File: src/indexed_set_swap_erase_top_assert.svh
// Assertion macros for the indexed set block, empty when synthesizing.
`ifndef INDEXED_SET_SWAP_ERASE_TOP_ASSERT_SVH
`define INDEXED_SET_SWAP_ERASE_TOP_ASSERT_SVH
`ifndef SYNTHESIS
`define ISSE_ASSERT(label, clk, rst_n, prop, msg) \
  label: assert property (@(posedge clk) disable iff (!rst_n) prop) else $error(msg);
`define ISSE_ASSERT_ALWAYS(label, clk, prop, msg) \
  label: assert property (@(posedge clk) prop) else $error(msg);
`else
`define ISSE_ASSERT(label, clk, rst_n, prop, msg)
`define ISSE_ASSERT_ALWAYS(label, clk, prop, msg)
`endif
`endif

File: src/isse_pkg.sv
// Shared constants, codes and beat types of the indexed set block.
package isse_pkg;

  localparam int MAX_ELEMS = 1024;
  localparam int IDX_W     = $clog2(MAX_ELEMS);
  localparam int CNT_W     = $clog2(MAX_ELEMS + 1);
  localparam int ELEM_W    = 10;
  localparam int ACT_W     = 2;
  localparam int STAT_W    = 2;
  localparam int OCNT_W    = 11;
  localparam int UNIV_W    = 11;

  localparam logic [UNIV_W-1:0] UNIV_RESET = UNIV_W'(1024);

  localparam logic [ACT_W-1:0] ACT_FILL   = 2'd0;
  localparam logic [ACT_W-1:0] ACT_APPEND = 2'd1;
  localparam logic [ACT_W-1:0] ACT_ERASE  = 2'd2;

  localparam logic [STAT_W-1:0] STAT_DONE   = 2'd0;
  localparam logic [STAT_W-1:0] STAT_ABSENT = 2'd1;
  localparam logic [STAT_W-1:0] STAT_REJECT = 2'd2;

  typedef struct packed {
    logic [ACT_W-1:0]  action;
    logic [ELEM_W-1:0] element;
  } in_item_t;

  typedef struct packed {
    logic [STAT_W-1:0] status;
    logic [OCNT_W-1:0] member_count;
    logic [ELEM_W-1:0] moved_element;
  } out_item_t;

  typedef struct packed {
    logic latch_in;
    logic slot_rd;
    logic chk;
    logic mov;
    logic app;
    logic rsp;
    logic sweep_start;
    logic sweep_step;
    logic sweep_fill;
  } ctl_cmd_t;

  typedef struct packed {
    logic out_free;
    logic sweep_last;
    logic in_range;
  } dp_sts_t;

endpackage

File: src/isse_ctrl.sv
// Controller state machine that sequences fill, append and erase commands.
module isse_ctrl import isse_pkg::*; (
  input  logic             clk,
  input  logic             rst_n,
  input  logic             in_valid,
  input  logic [ACT_W-1:0] in_action,
  output logic             in_stall,
  input  dp_sts_t          sts,
  output ctl_cmd_t         cmd
);

  localparam logic [2:0] S_CLR  = 3'd0;
  localparam logic [2:0] S_IDLE = 3'd1;
  localparam logic [2:0] S_ECHK = 3'd2;
  localparam logic [2:0] S_EMOV = 3'd3;
  localparam logic [2:0] S_APP  = 3'd4;
  localparam logic [2:0] S_FILL = 3'd5;
  localparam logic [2:0] S_RSP  = 3'd6;

  logic [2:0] state_r;
  logic [2:0] state_nxt;

  always_comb begin
    cmd       = '0;
    state_nxt = state_r;
    in_stall  = (state_r != S_IDLE);
    case (state_r)
      S_CLR: begin
        // After reset every position entry is swept to absent.
        cmd.sweep_step = 1'b1;
        if (sts.sweep_last) state_nxt = S_IDLE;
      end
      S_IDLE: begin
        if (in_valid) begin
          cmd.latch_in = 1'b1;
          case (in_action)
            ACT_FILL: begin
              cmd.sweep_start = 1'b1;
              state_nxt       = S_FILL;
            end
            ACT_APPEND: state_nxt = S_APP;
            ACT_ERASE: begin
              if (sts.in_range) begin
                cmd.slot_rd = 1'b1;
                state_nxt   = S_ECHK;
              end else begin
                state_nxt = S_RSP;
              end
            end
            default: state_nxt = S_RSP;
          endcase
        end
      end
      S_ECHK: begin
        cmd.chk   = 1'b1;
        state_nxt = S_EMOV;
      end
      S_EMOV: begin
        if (sts.out_free) begin
          cmd.mov   = 1'b1;
          state_nxt = S_IDLE;
        end
      end
      S_APP: begin
        if (sts.out_free) begin
          cmd.app   = 1'b1;
          state_nxt = S_IDLE;
        end
      end
      S_FILL: begin
        cmd.sweep_step = 1'b1;
        cmd.sweep_fill = 1'b1;
        if (sts.sweep_last) state_nxt = S_RSP;
      end
      S_RSP: begin
        if (sts.out_free) begin
          cmd.rsp   = 1'b1;
          state_nxt = S_IDLE;
        end
      end
      default: state_nxt = S_IDLE;
    endcase
  end

  always_ff @(posedge clk) begin
    if (!rst_n) begin
      state_r <= S_CLR;
    end else begin
      state_r <= state_nxt;
    end
  end

endmodule

File: config.mk
export PLATFORM = sky130hd
export DESIGN_NAME = isse_ctrl
export DESIGN_NICKNAME = d
export VERILOG_FILES = /design/src/indexed_set_swap_erase_top_assert.svh /design/src/isse_pkg.sv /design/src/isse_ctrl.sv
export SDC_FILE = /design/constraint.sdc
export NUM_CORES = 1
export LEC_CHECK = 0
export BUFFER_PORTS_ARGS = -buffer_cell sky130_fd_sc_hd__clkbuf_2
export CAP_MARGIN = 20
export CORE_AREA = 2 2 39 41
export CTS_CLUSTER_DIAMETER = 30
export DETAILED_ROUTE_END_ITERATION = 16
export DIE_AREA = 0 0 41 43
export GPL_ROUTABILITY_DRIVEN = 0
export GPL_TIMING_DRIVEN = 0
export PLACE_DENSITY_LB_ADDON = 0.25
export RECOVER_POWER = 100
export SETUP_SLACK_MARGIN = 0.4
export SYNTH_ARGS = -nofsm -noshare
export SYNTH_HDL_FRONTEND = slang
export SYNTH_SLANG_ARGS = --single-unit
File: constraint.sdc
create_clock -name clk -period 1.24 [get_ports clk]
set_input_delay 0.248 -clock clk [delete_from_list [all_inputs] [get_ports clk]]
set_output_delay 0.248 -clock clk [all_outputs]
set_load 0.02 [all_outputs]
# Word level (Yosys, flattened, before mapping)
# Index checks and enable logic that the tools add are counted.
[word_totals]
reg_bits = 3
latch_bits = 0
ram_bits = 0
rom_bits = 0
inputBits = 8
out_inout_bits = 10
elab_cells = 40
n_memories = 0
[op_classes]
n_addsub = 0
multipliers = 0
n_div = 0
n_lt_le_gt_ge = 0
eq_ne = 13
shift = 0
n_mux = 21
bitwise = 0
reduce_logical = 5
[op_table]
columns = ["cell", "count"]
rows = [
  ["two-way mux 3 bit", 5],
  ["case mux 3 bit (5 select lines)", 1],
  ["two-way mux 1 bit", 12],
  ["== test 3 bit, second input constant", 3],
  ["case mux 3 bit (3 select lines)", 1],
  ["== test 3 x 2 -> 1 bit, second input constant", 2],
  ["!= test 2 bit, second input constant", 3],
  ["two-way mux 2 bit", 2],
  ["AND reduction 4 bit", 1],
  ["== test 3 x 1 -> 1 bit, second input constant", 1],
  ["logical NOT 3 bit", 1],
  ["!= test 3 x 1 -> 1 bit, second input constant", 1],
  ["OR reduction 3 bit", 1],
  ["== test 2 x 1 -> 1 bit, second input constant", 1],
  ["== test 2 bit, second input constant", 1],
  ["logical NOT 2 bit", 1],
  ["!= test 2 x 1 -> 1 bit, second input constant", 1],
  ["OR reduction 2 bit", 1],
]

# Logic depth before layout (Yosys ltp)
[depth]
word_depth = 4
mapped_depth = 4
mapped_depth_nobuf = 3

# Least setup slack after synthesis
# No wires, ideal clock.
[synth_timing]
kind = "reg-to-output"
from = "reg state_r[2]"
to = "out cmd[4] (netlist name)"
arrival_ns = 1.072
required_ns = 0.992
slack_ns = -0.080
path_stages_with_launch = 4
n_path_buf = 1
cell_sequence = "dfxtp_1 -> buf_2 -> nand2_1 -> nor3_1"
[synth_lines]
columns = ["element", "line", "source"]
rows = [
  ["start, declared", "isse_ctrl.sv:20", "logic [2:0] state_r;"],
  ["start signal, assigned", "isse_ctrl.sv:89", "state_r <= state_nxt;"],
  ["end, declared", "isse_ctrl.sv:9", "output ctl_cmd_t cmd"],
]

==> qor.yml <==
synth:
  netlist_cell_types: 24
  yosys-mux-area-fraction_pct: 0
  synth_seq_area_share_pct: 21.72
  syn_avg_cell_area_um2: 7.277
  asyncSetResetFlopFracSynth_pct: 0
  synth_top_cell_by_area: "sky130_fd_sc_hd__dfxtp_1"
  syn_std_cell_area_um2: 276.5
  cell_with_the_most_instances_after_synthesis: "sky130_fd_sc_hd__nor2_1"
  synth_warnings: 0
  synth_top_cells_by_area: "sky130_fd_sc_hd__dfxtp_1, sky130_fd_sc_hd__nor2_1, sky130_fd_sc_hd__a211oi_2, sky130_fd_sc_hd__nand2b_1, sky130_fd_sc_hd__buf_6"
  yosys.area_share.simple_pct: 47.96
  netlist_instances: 38
  synth_seq_cells: 3
  dominantRegCellSynth: "sky130_fd_sc_hd__dfxtp_1"
  synth_enable_flop_cells: 0
  yosys.area_share.xor_xnor_pct: 3.167
  mappedNetlistNets: 46
  synth_top_family_by_area: "simple AND/OR/NAND/NOR gates"
  synth_compound_gate_area_share_pct: 14.93
  commonest_cells_post_synth: "sky130_fd_sc_hd__nor2_1, sky130_fd_sc_hd__dfxtp_1, sky130_fd_sc_hd__nand2_1"
  yosys.area_share.adder_pct: 3.620
  synth_top_cell_area_share_pct: 21.72
layout:
  area_growth_pct: 151.6
  largest_register_ff_count: 3
  antenna-diode-count: 0
  num-fill-cells: 134
  final_nets: 78
  proportion_of_layout_cells_with_a_drive_suffix_above_1_pct: 71.01
  layout.core_utilization_pct: 50.27
  registers.top_by_ff_count: "state_r"
  reg_top3: "state_r (3)"
clock_network:
  tritoncts_clock_tree: "built"
  cts_root_buffer: "sky130_fd_sc_hd__clkbuf_4"
  cts.reportedPaths.clkPinSlew_ps: 30
  cts_inserted_buffers: 3
  bufs_on_longest_clock_path: 2
  clock_sink_count: 3
  insertion_delay_ps: 230
  cts_max_level: 1
floorplan:
  fp.dieArea_um2: 1763
  die-width_um: 41
  io_pins: 18
  fp-row-count: 14
  vertical_die_dimension_um: 43
  core_area_um2: 1384
  start_util_pct: 19.98
detailed_routing:
  drt_pass1_iterations: 4
  routedWlPerCell_um: 10.80
  detailroute.via_count: 388
  detail_route.drc_violations: 0
  detail_route.vias_per_cell: 4.565
  totalWireLength_um: 918
  dr.first_iter.drc_count: 1
  route.antenna.remaining_nets: 0
worst_setup_path:
  timing.critical_path.to_type: "primary output"
  startpoint: "state_r[2]$_SDFFE_PN0P_"
  regToRegSetupSlack_ps: -60
  worstReg2RegStart: "state_r[0]$_SDFFE_PN0P_"
  critical_path.max_fanout: 5
  cp.required_ps: 990
  r2r.worst_path.cells: 6
  setup.worst_path.class: "reg -> out"
  crit_path_start_kind: "flop"
  worst-endpoint-arrival_ps: 1170
  critical_path.endpoint: "cmd[2]"
  regToRegEndpoint: "state_r[0]$_SDFFE_PN0P_"
sta:
  timing.final.crit_share_pct: 114.7
  report.final.hold_viol_count: 0
  worst_clock_skew_ps: 0.8609
  relSlewSlack_pct: 87.58
  finalWorstPathRequiredPeriod_ps: 1422
  finalMaxSlewViolations: 0
  worst_pin_slew_ps: 185.5
  final_critical_path_setup_slack_ps: -181.8
  final.setup.tns_ps: -1043
  fmaxAchievable_mhz: 703.3
  setup_repair_after_global_routing_missed_its_margin: "yes"
  report.final.setup_viol: 12
run:
  max_cap_viol_count: 0
run_status:
  failed_checks: "negative setup slack"
  run_status: "complete, but fails checks"
global_routing:
  grt_pass1_vias: 386
  grt_antenna_before_repair: 0
  grt_overflow_total: 0
  grt_use_total_pct: 12.74
  pin_count_of_the_biggest_net_entering_global_routing: 8
  grt_pass1_wl_um: 1490
worst_hold_path:
  hp-class: "in -> reg"
pwr:
  vdd.ir_drop.worst_uv: 351.3
  finalPower_mw: 0.5556
  powerDensity_nw_per_um2: 798.7
  total_leakage_power_nw: 0.3125
placed_design:
  dp_hpwl_um: 571.2
  numPortBuffers: 17
  pre_cts_ws_ps: -72.94
[power breakdown]
group          leakage [nW]  internal [mW]  switching, mW
sequential           0.0264          0.105        0.00818
clock                0.0150          0.120         0.0454
combinational         0.271          0.154          0.122
total                 0.313          0.380          0.176
[per-stage QoR]
step	hold slack [ps]	std cells	cell area, um2
after floorplan	373.5	38	351.6
after detailed placement	510.5	71	456.7
after global placement	507.9	71	456.7
after CTS	265.7	83	658.1
after global routing	278.9	85	695.7
final	270.5	85	695.7
[layer usage]
metal | wire length, um | part of all wire, % | track usage [%]
met1 | 331 | 36 | 12.18
met5 | 0 | 0 | 0
met3 | 59 | 6.4 | 3.141
met2 | 527 | 57 | 23.13
met4 | 0 | 0 | 6.000
[cells in the final DEF (no fill, tap or decap), types with 2 or more instances in the layout]
master and n:
sky130_fd_sc_hd__a21oi_1 2, sky130_fd_sc_hd__buf_4 4, sky130_fd_sc_hd__buf_6 10, sky130_fd_sc_hd__buf_8 4
sky130_fd_sc_hd__clkbuf_2 7, sky130_fd_sc_hd__clkbuf_4 3, sky130_fd_sc_hd__clkbuf_8 4, sky130_fd_sc_hd__dfxtp_4 2
sky130_fd_sc_hd__nand2_1 2, sky130_fd_sc_hd__nor2_1 4, sky130_fd_sc_hd__nor2_4 3, sky130_fd_sc_hd__nor3_4 2
[final cells by class]
class	count	area (um2)	share of cell area, %
buffer	2	22.52	3.237
clock buffer	4	26.28	3.777
inverter	2	7.507	1.079
multi-input combinational	31	280.3	40.29
sequential	3	68.82	9.892
tap	16	20.02	2.878
timing repair buffer	27	270.3	38.85
[worst max-delay path, cell delays in order, from the launching register on]
cell and delay [ps]:
sky130_fd_sc_hd__dfxtp_4 350, sky130_fd_sc_hd__nand4bb_4 290, sky130_fd_sc_hd__nor3_4 150, sky130_fd_sc_hd__clkbuf_8 160
[how the worst min path moves through the flow]
stage	startpoint	end	slack, ps	depth (start not counted)
5_1_grt	rst_n	state_r[2]$_SDFFE_PN0P_	280	3
3_5_place_dp	rst_n	state_r[2]$_SDFFE_PN0P_	510	3
3_3_place_gp	rst_n	state_r[2]$_SDFFE_PN0P_	510	3
6_report	rst_n	state_r[2]$_SDFFE_PN0P_	270	3
4_1_cts	rst_n	state_r[2]$_SDFFE_PN0P_	270	3
2_1_floorplan	rst_n	state_r[2]$_SDFFE_PN0P_	370	2
[timing repair]
item,4_1_cts,5_1_grt
hold buffers,0,0
gates resized for setup,30,13
endpoints found under the setup margin,13,13
setup buffers,8,2
pin swaps,7,6
[kinds of logic (layout without fill, tap and decap cells)]
kind of cell | Yosys count | in the layout
simple gates | 23 | 23
buf+inv | 4 | 35
fa+ha+maj | 1 | 1
xor+xnor | 1 | 1
compound gates | 6 | 6
flops | 3 | 3
No activity file was read; power rests on OpenSTA's default activity.
